## src/rtl/per_class_linked_list_manager_core_defines.svh

```systemverilog
// ----------------------------------------------------------------------------
// per_class_linked_list_manager_core_defines
// assertion macros for the linked list manager rtl, used by pclm_ctrl
// ----------------------------------------------------------------------------
`ifndef PER_CLASS_LINKED_LIST_MANAGER_CORE_DEFINES_SVH
`define PER_CLASS_LINKED_LIST_MANAGER_CORE_DEFINES_SVH

// same-cycle implication, checked outside reset
`define PCLM_ASSERT_NOW(lbl, ante, cons, msg) \
    lbl: assert property (@(posedge clk) disable iff (!rst_n) (ante) |-> (cons)) \
        else $error(msg);

// next-cycle implication, checked outside reset
`define PCLM_ASSERT_NEXT(lbl, ante, cons, msg) \
    lbl: assert property (@(posedge clk) disable iff (!rst_n) (ante) |=> (cons)) \
        else $error(msg);

`endif

```

## src/rtl/pclm_pkg.sv

```systemverilog
`timescale 1ns / 1ps
`default_nettype none
// ----------------------------------------------------------------------------
// pclm_pkg
// shared constants and types of the per-class linked list manager
// ----------------------------------------------------------------------------
package pclm_pkg;

    localparam int CLASS_COUNT = 255;
    localparam int POOL_NODES  = 1024;

    localparam int SLOT_W = 10;
    localparam int CLS_W  = 8;
    localparam int CNT_W  = 11;
    localparam int PTR_W  = $clog2(POOL_NODES + 1);

    localparam logic [PTR_W-1:0] NIL_PTR = PTR_W'(POOL_NODES);

    localparam logic FUNC_LINK   = 1'b0;
    localparam logic FUNC_UNLINK = 1'b1;

    typedef logic [PTR_W-1:0] ptr_t;

    typedef struct packed {
        ptr_t             head;
        ptr_t             tail;
        logic [CNT_W-1:0] count;
    } class_ent_t;

    typedef struct packed {
        logic cap;
        logic exe;
        logic prv;
        logic load;
    } ctrl_cmd_t;

    typedef struct packed {
        logic link_op;
    } dp_sts_t;

endpackage

`default_nettype wire

```

## src/rtl/pclm_ctrl.sv

```systemverilog
`timescale 1ns / 1ps
`default_nettype none
// ----------------------------------------------------------------------------
// pclm_ctrl
// operation sequencer and response valid tracking
// ----------------------------------------------------------------------------
`include "per_class_linked_list_manager_core_defines.svh"

module pclm_ctrl (
    input  logic                clk,
    input  logic                rst_n,
    input  logic                req_valid,
    output logic                req_ready,
    output logic                rsp_valid,
    input  logic                rsp_ready,
    input  pclm_pkg::dp_sts_t   sts,
    output pclm_pkg::ctrl_cmd_t cmd
);
    import pclm_pkg::*;

    typedef enum logic [3:0] {
        ST_IDLE = 4'b0001,
        ST_EXEC = 4'b0010,
        ST_PREV = 4'b0100,
        ST_DONE = 4'b1000
    } state_t;

    state_t state_reg;
    state_t state_next;
    logic   out_valid_reg;
    logic   out_valid_next;

    always_comb
    begin
        state_next     = state_reg;
        cmd            = '0;
        out_valid_next = out_valid_reg && !rsp_ready;
        unique case (state_reg)
            ST_IDLE:
            begin
                if (req_valid)
                begin
                    cmd.cap    = 1'b1;
                    state_next = ST_EXEC;
                end
            end
            ST_EXEC:
            begin
                cmd.exe    = 1'b1;
                state_next = sts.link_op ? ST_PREV : ST_DONE;
            end
            ST_PREV:
            begin
                cmd.prv    = 1'b1;
                state_next = ST_DONE;
            end
            ST_DONE:
            begin
                if (!out_valid_reg || rsp_ready)
                begin
                    cmd.load       = 1'b1;
                    out_valid_next = 1'b1;
                    state_next     = ST_IDLE;
                end
            end
            default:
            begin
                state_next = ST_IDLE;
            end
        endcase
    end

    always_ff @(posedge clk or negedge rst_n)
    begin
        if (!rst_n)
        begin
            state_reg     <= ST_IDLE;
            out_valid_reg <= 1'b0;
        end
        else
        begin
            state_reg     <= state_next;
            out_valid_reg <= out_valid_next;
        end
    end

    assign req_ready = (state_reg == ST_IDLE);
    assign rsp_valid = out_valid_reg;

    `PCLM_ASSERT_NEXT(a_accept_to_exec, req_valid && req_ready, state_reg == ST_EXEC, "accepted word did not start execution")
    `PCLM_ASSERT_NOW(a_load_free, cmd.load, !out_valid_reg || rsp_ready, "response overwritten before taken")
    `PCLM_ASSERT_NOW(a_prev_link_only, state_reg == ST_PREV, sts.link_op, "back pointer pass on unlink")
    `PCLM_ASSERT_NOW(a_valid_from_done, $rose(out_valid_reg), $past(state_reg == ST_DONE), "response valid without completion")

endmodule

`default_nettype wire

```

## config.mk

```make
export PLATFORM = sky130hd
export DESIGN_NAME = pclm_ctrl
export DESIGN_NICKNAME = d
export VERILOG_FILES = /design/src/rtl/pclm_pkg.sv /design/src/rtl/pclm_ctrl.sv
export VERILOG_INCLUDE_DIRS = /design/src /design/src/rtl
export SDC_FILE = /design/constraint.sdc
export NUM_CORES = 1
export LEC_CHECK = 0
export ABC_CLOCK_PERIOD_IN_PS = 3000
export BUFFER_PORTS_ARGS = -buffer_cell sky130_fd_sc_hd__buf_2
export CAP_MARGIN = 10
export CORE_AREA = 2 2 39 41
export CTS_CLUSTER_DIAMETER = 30
export DETAILED_ROUTE_END_ITERATION = 10
export DIE_AREA = 0 0 41 43
export PLACE_DENSITY = 0.5
export SYNTH_ARGS = -nofsm -noshare
export SYNTH_HDL_FRONTEND = slang
export SYNTH_SLANG_ARGS = --single-unit
```

## constraint.sdc

```tcl
create_clock -name clk -period 3 [get_ports clk]
set_input_delay 0.3 -clock clk [delete_from_list [all_inputs] [get_ports clk]]
set_output_delay 0.3 -clock clk [all_outputs]
set_load 0.005 [all_outputs]
```

==> impl_metrics.ini, run 1 <==
[cts]
cts.sinks = 5
clock-root-buffer = clkbuf_4
cts_tree = built
post_cts_resized = 0
insertion_delay_ns = 0.24
clk_pin_slew_ns = 0.04
numCtsBuffers = 3
htreeDepth = 1
clockBufferDepth = 2

[sta]
hold_ws_ns = 0.2965
fmax_ghz = 0.6039
setup_viol = 0
fin_ws_ns = 1.344
rsz0062_at_grt = no
worst_slew_pin_slew_ns = 0.2751
hold_violations = 0
max-slew-margin-rel_pct = 81.51
fin_worst_skew_ns = 0.003141
drv_slew = 0
fin_setup_tns_ns = 0
period_share_pct = 55.20
min_period_ns = 1.656

[synth]
netlist_area_um2 = 292.8
syn_nets = 33
ys_warn_count = 0
synth_seq_cells = 5
synth_cells = 28
yosys.cell_types.count = 20
synth.yosys.seq_area_share_pct = 43.16
syn-mean-instance-area_um2 = 10.46

[worst_setup_path]
critPathLaunchType = register
arrival_ns = 1.36
critPathKind = register to output port
reg2reg_slack_ns = 1.88
required_ns = 2.70
reg2reg_to = state_reg[3]$_DFFE_PN0P_
crit_family = flip-flops
max_stage_delay_ns = 0.59
reg2reg_from = state_reg[3]$_DFFE_PN0P_
worstSetupEndpointType = output port
crit_path_top_delay_cell = dfstp_2
ff2ff_path_depth = 3
cp_num_buf_inv = 2
critical_path.max_fanout = 7
worstPathCellList = inv_2 -> nor4_2 -> and2_1 -> buf_2

[layout]
final_common_cell = buf_2
layout_common_cells = buf_2 (10), nor2_1 (4), dfrtp_1 (4)
largest_register_ffs = 4
area_growth_pct = 33.76
postLayoutCoreUtil_pct = 28.30
nFillCells = 155
antenna_cells = 0
postLayoutCellArea_um2 = 391.6
drive_above_1_share_pct = 40.48
fin_nets = 48
stdcell_count = 58

[placement]
portBuffers = 10
pre_cts_slack_ns = 1.582
dp.cells = 53
place_area_um2 = 355.3
hpwl_um = 460.3
place_congestion = 0.6766

[floorplanning]
die_w_um = 41
die_y_um = 43
num_rows = 14
initial_core_util_pct = 21.16
io_pins = 11
fp.coreArea_um2 = 1384
die_area_um2 = 1763

[pwr]
power.density_nw_per_um2 = 729.1
power_mw = 0.2855
p_sw_mw = 0.09662
clkPwrFrac_pct = 26.3
netSwitchingFraction_pct = 33.84
power_leakage_nw = 0.1847
ir_drop_mv = 0.2130
intPower_mw = 0.1889
pwr-share-seq_pct = 42.7
combPwrFrac_pct = 31.0

[drt]
viasPerCell = 4.379
drt-pass1-iter-count = 2
drc = 0
antenna_left = 0
vias = 254
wl_per_cell_um = 9.741
wl_um = 565
drt_iter0_markers = 4

[global_routing]
grt_pass1_wl_um = 945
grt_pass1_vias = 233
grt_start_max_net_pins = 10
antenna_found_initial = 0
overflow = 0
grt_usage_pct = 8.073

[min_path]
min_path_type = input port to register
min_from = sts
hold_path_end = state_reg[2]$_DFFE_PN0P_
holdPathStages = 2

[job]
cap_violations = 0

[outcome]
run_status = finished clean
-- cells by family (layout without fill, tap and decap cells) --
logic type / Yosys count / in the layout / share of synthesized area, %
compound gates: 4 / 4 / 10.26
mux: 1 / 1 / 3.419
simple gates: 16 / 16 / 39.31
buf+inv: 2 / 16 / 3.846
flops: 5 / 5 / 43.17
-- layout make-up --
cell class	count	area, µm²	area share, %
Multi-Input combinational cell	21	155.1	39.62
Timing Repair Buffer	11	60.06	15.34
Sequential cell	5	126.4	32.27
Tap cell	16	20.02	5.112
Clock buffer	4	26.28	6.709
Inverter	1	3.754	0.9585
-- cell usage after synthesis (all sizes together) --
cell     instances  area, µm²
nor2             4      15.01
nand2            1      3.750
dfrtp            4      100.1
nor4b            2      23.77
nor3             1      5.000
a31o             1      8.760
and2             3      18.77
inv              1      3.750
nand4bb          1      11.26
and4bb           1      12.51
a21oi            1      5.000
nor2b            1      6.260
a211oi           1      7.510
nand2b           1      6.260
nor4             1      12.51
o31a             1      8.760
mux2i            1      10.01
dfstp            1      26.28
buf              1      7.510
-- power by group through the flow --
| stage | registers [mW] | clock network (mW) | logic [mW] |
|---|---|---|---|
| final | 0.122 | 0.0750 | 0.0886 |
| after global routing | 0.127 | 0.0815 | 0.101 |
| after CTS | 0.122 | 0.0778 | 0.0914 |
| after detailed placement | 0.123 | 0 | 0.0900 |
| after global placement | 0.125 | 0 | 0.0902 |
| after floorplan | 0.107 | 0 | 0.0744 |
-- per-layer routing --
metal	share of wire (%)	vias up	track usage, %
met5	0	-	0
met4	0	0	4.000
met2	48	5	10.31
met3	8.3	0	4.712
met1	44	119	10.46
li1	-	130	-
-- worst max-delay path by stage --
stage                                        start  endpoint  slack [ns]  depth (start not counted)
after global routing      state_reg[0]$_DFFE_PN1P_    cmd[3]        1.25                          4
after CTS                 state_reg[0]$_DFFE_PN1P_    cmd[3]        1.32                          4
after floorplan           state_reg[0]$_DFFE_PN1P_    cmd[3]        1.69                          3
after detailed placement  state_reg[0]$_DFFE_PN1P_    cmd[3]        1.58                          4
final                     state_reg[0]$_DFFE_PN1P_    cmd[3]        1.34                          4
after global placement    state_reg[0]$_DFFE_PN1P_    cmd[3]        1.57                          4
-- repair_timing --
action                    4_1_cts  5_1_grt
hold endpoints to repair        4        0
hold buffers                    1        0
buffers inserted                0        0
Note: power is estimated with default switching activity, not from simulation.
==> run 2, diff against run 1 <==
ABC_CLOCK_PERIOD_IN_PS = 1450   (was 3000)
PLACE_DENSITY = 0.52   (was 0.5)
clock period = 1.45 ns   (was 3 ns; I/O delays follow)
==> impl_metrics.ini, run 2 (synthesis results as in run 1) <==
[placement]
dp.cells = 53
place_congestion = 0.6759
portBuffers = 10
hpwl_um = 481.8
place_area_um2 = 355.3
pre_cts_slack_ns = 0.2152

[worst_setup_path]
crit_path_top_delay_cell = dfrtp_2
required_ns = 1.31
worstSetupEndpointType = output port
arrival_ns = 1.26
critPathLaunchType = register
reg2reg_slack_ns = 0.34
critPathKind = register to output port
worstPathCellList = nor4_4 -> and2_1 -> buf_2
max_stage_delay_ns = 0.46
critical_path.max_fanout = 7

[drt]
wl_um = 640
vias = 263
drc = 0
antenna_left = 0
drt_iter0_markers = 2
viasPerCell = 4.458
wl_per_cell_um = 10.85
drt-pass1-iter-count = 2

[sta]
max-slew-margin-rel_pct = 81.47
fin_worst_skew_ns = 0.0004607
drv_slew = 0
worst_slew_pin_slew_ns = 0.2773
period_share_pct = 96.70
fmax_ghz = 0.7132
fin_ws_ns = 0.04788
hold_ws_ns = 0.1380
min_period_ns = 1.402
setup_viol = 0
rsz0062_at_grt = yes
hold_violations = 0

[pwr]
ir_drop_mv = 0.3609
power.density_nw_per_um2 = 1564
power_leakage_nw = 0.1876

[cts]
clockBufferDepth = 2
clock-root-buffer = clkbuf_4
insertion_delay_ns = 0.24
htreeDepth = 1
cts.sinks = 5
numCtsBuffers = 3
clk_pin_slew_ns = 0.04
cts_tree = built

[layout]
stdcell_count = 59
final_common_cell = buf_2
antenna_cells = 0
area.sequential_um2 = 130.1
area_growth_pct = 40.60
largest_register_ffs = 4
postLayoutCoreUtil_pct = 29.75
drive_above_1_share_pct = 48.84
multi_input_area_um2 = 163.9
layout_common_cells = buf_2 (10), nor2_1 (4), and2_1 (3), clkbuf_4 (3), dfrtp_2 (3)
fin_nets = 49
nFillCells = 158
postLayoutCellArea_um2 = 411.6

[global_routing]
antenna_found_initial = 0
grt_start_max_net_pins = 10
grt_pass1_wl_um = 986
grt_usage_pct = 8.788
overflow = 0
grt_pass1_vias = 247

[floorplanning]
initial_core_util_pct = 21.16
die_area_um2 = 1763
num_rows = 14
io_pins = 11
die_y_um = 43
fp.coreArea_um2 = 1384
die_w_um = 41

[job]
cap_violations = 0

[min_path]
min_path_type = input port to register

[outcome]
run_status = finished clean
run 2: layer usage:
layer  track usage [%]  vias up  share of wire (%)
li1                  -      133                  -
met1             9.508      125                 48
met2             12.50        5                 47
met3             3.141        0                4.4
met4             8.000        0                  0
met5                 0        -                  0
run 2: cell type report:
type	instances	area share, %
clock buffer	4	6.383
sequential	5	31.61
multi-input combinational	21	39.82
timing repair buffer	12	16.41
inverter	1	0.9119
tap	16	4.863
run 2: path summary, 6_finish.rpt:
kind / from / end / cells past startpoint
setup / recovery: state_reg[2]$_DFFE_PN0P_ / cmd[3] / 3
setup reg to reg: state_reg[2]$_DFFE_PN0P_ / state_reg[0]$_DFFE_PN1P_ / 3
min in group asynchronous: rst_n / state_reg[3]$_DFFE_PN0P_ / 2
max in group asynchronous: rst_n / state_reg[0]$_DFFE_PN1P_ / 2
hold reg to reg: state_reg[0]$_DFFE_PN1P_ / state_reg[3]$_DFFE_PN0P_ / 2
hold / removal: sts / state_reg[2]$_DFFE_PN0P_ / 2
run 2: through the flow:
step | setup TNS (ns) | total power, mW
6_report | 0 | 0.6440
5_1_grt | -0.02412 | 0.6945
3_5_place_dp | 0 | 0.4385
3_3_place_gp | 0 | 0.4389
4_1_cts | 0 | 0.6297
2_1_floorplan | 0 | 0.3761
run 2: worst max-delay path: cells and delay by family, from the launching register on:
family | cells | cell delay (ns)
buffers and inverters | 1 | 0.10
AND/OR/NAND/NOR | 2 | 0.45
flip-flops | 1 | 0.46
run 2: report_power, final:
group / internal, mW / total [mW] / switching, mW / leakage [nW]
logic: 0.131 / 0.235 / 0.105 / 0.112
registers: 0.186 / 0.246 / 0.0600 / 0.0604
clock network: 0.104 / 0.162 / 0.0583 / 0.0150
total: 0.421 / 0.644 / 0.223 / 0.188
run 2: timing repair:
action	in CTS	in global routing
hold buffers	1	0
setup endpoints to repair	1	2
setup buffers	1	0
hold endpoints to repair	5	0
resized for setup	2	2
pin swaps	0	0
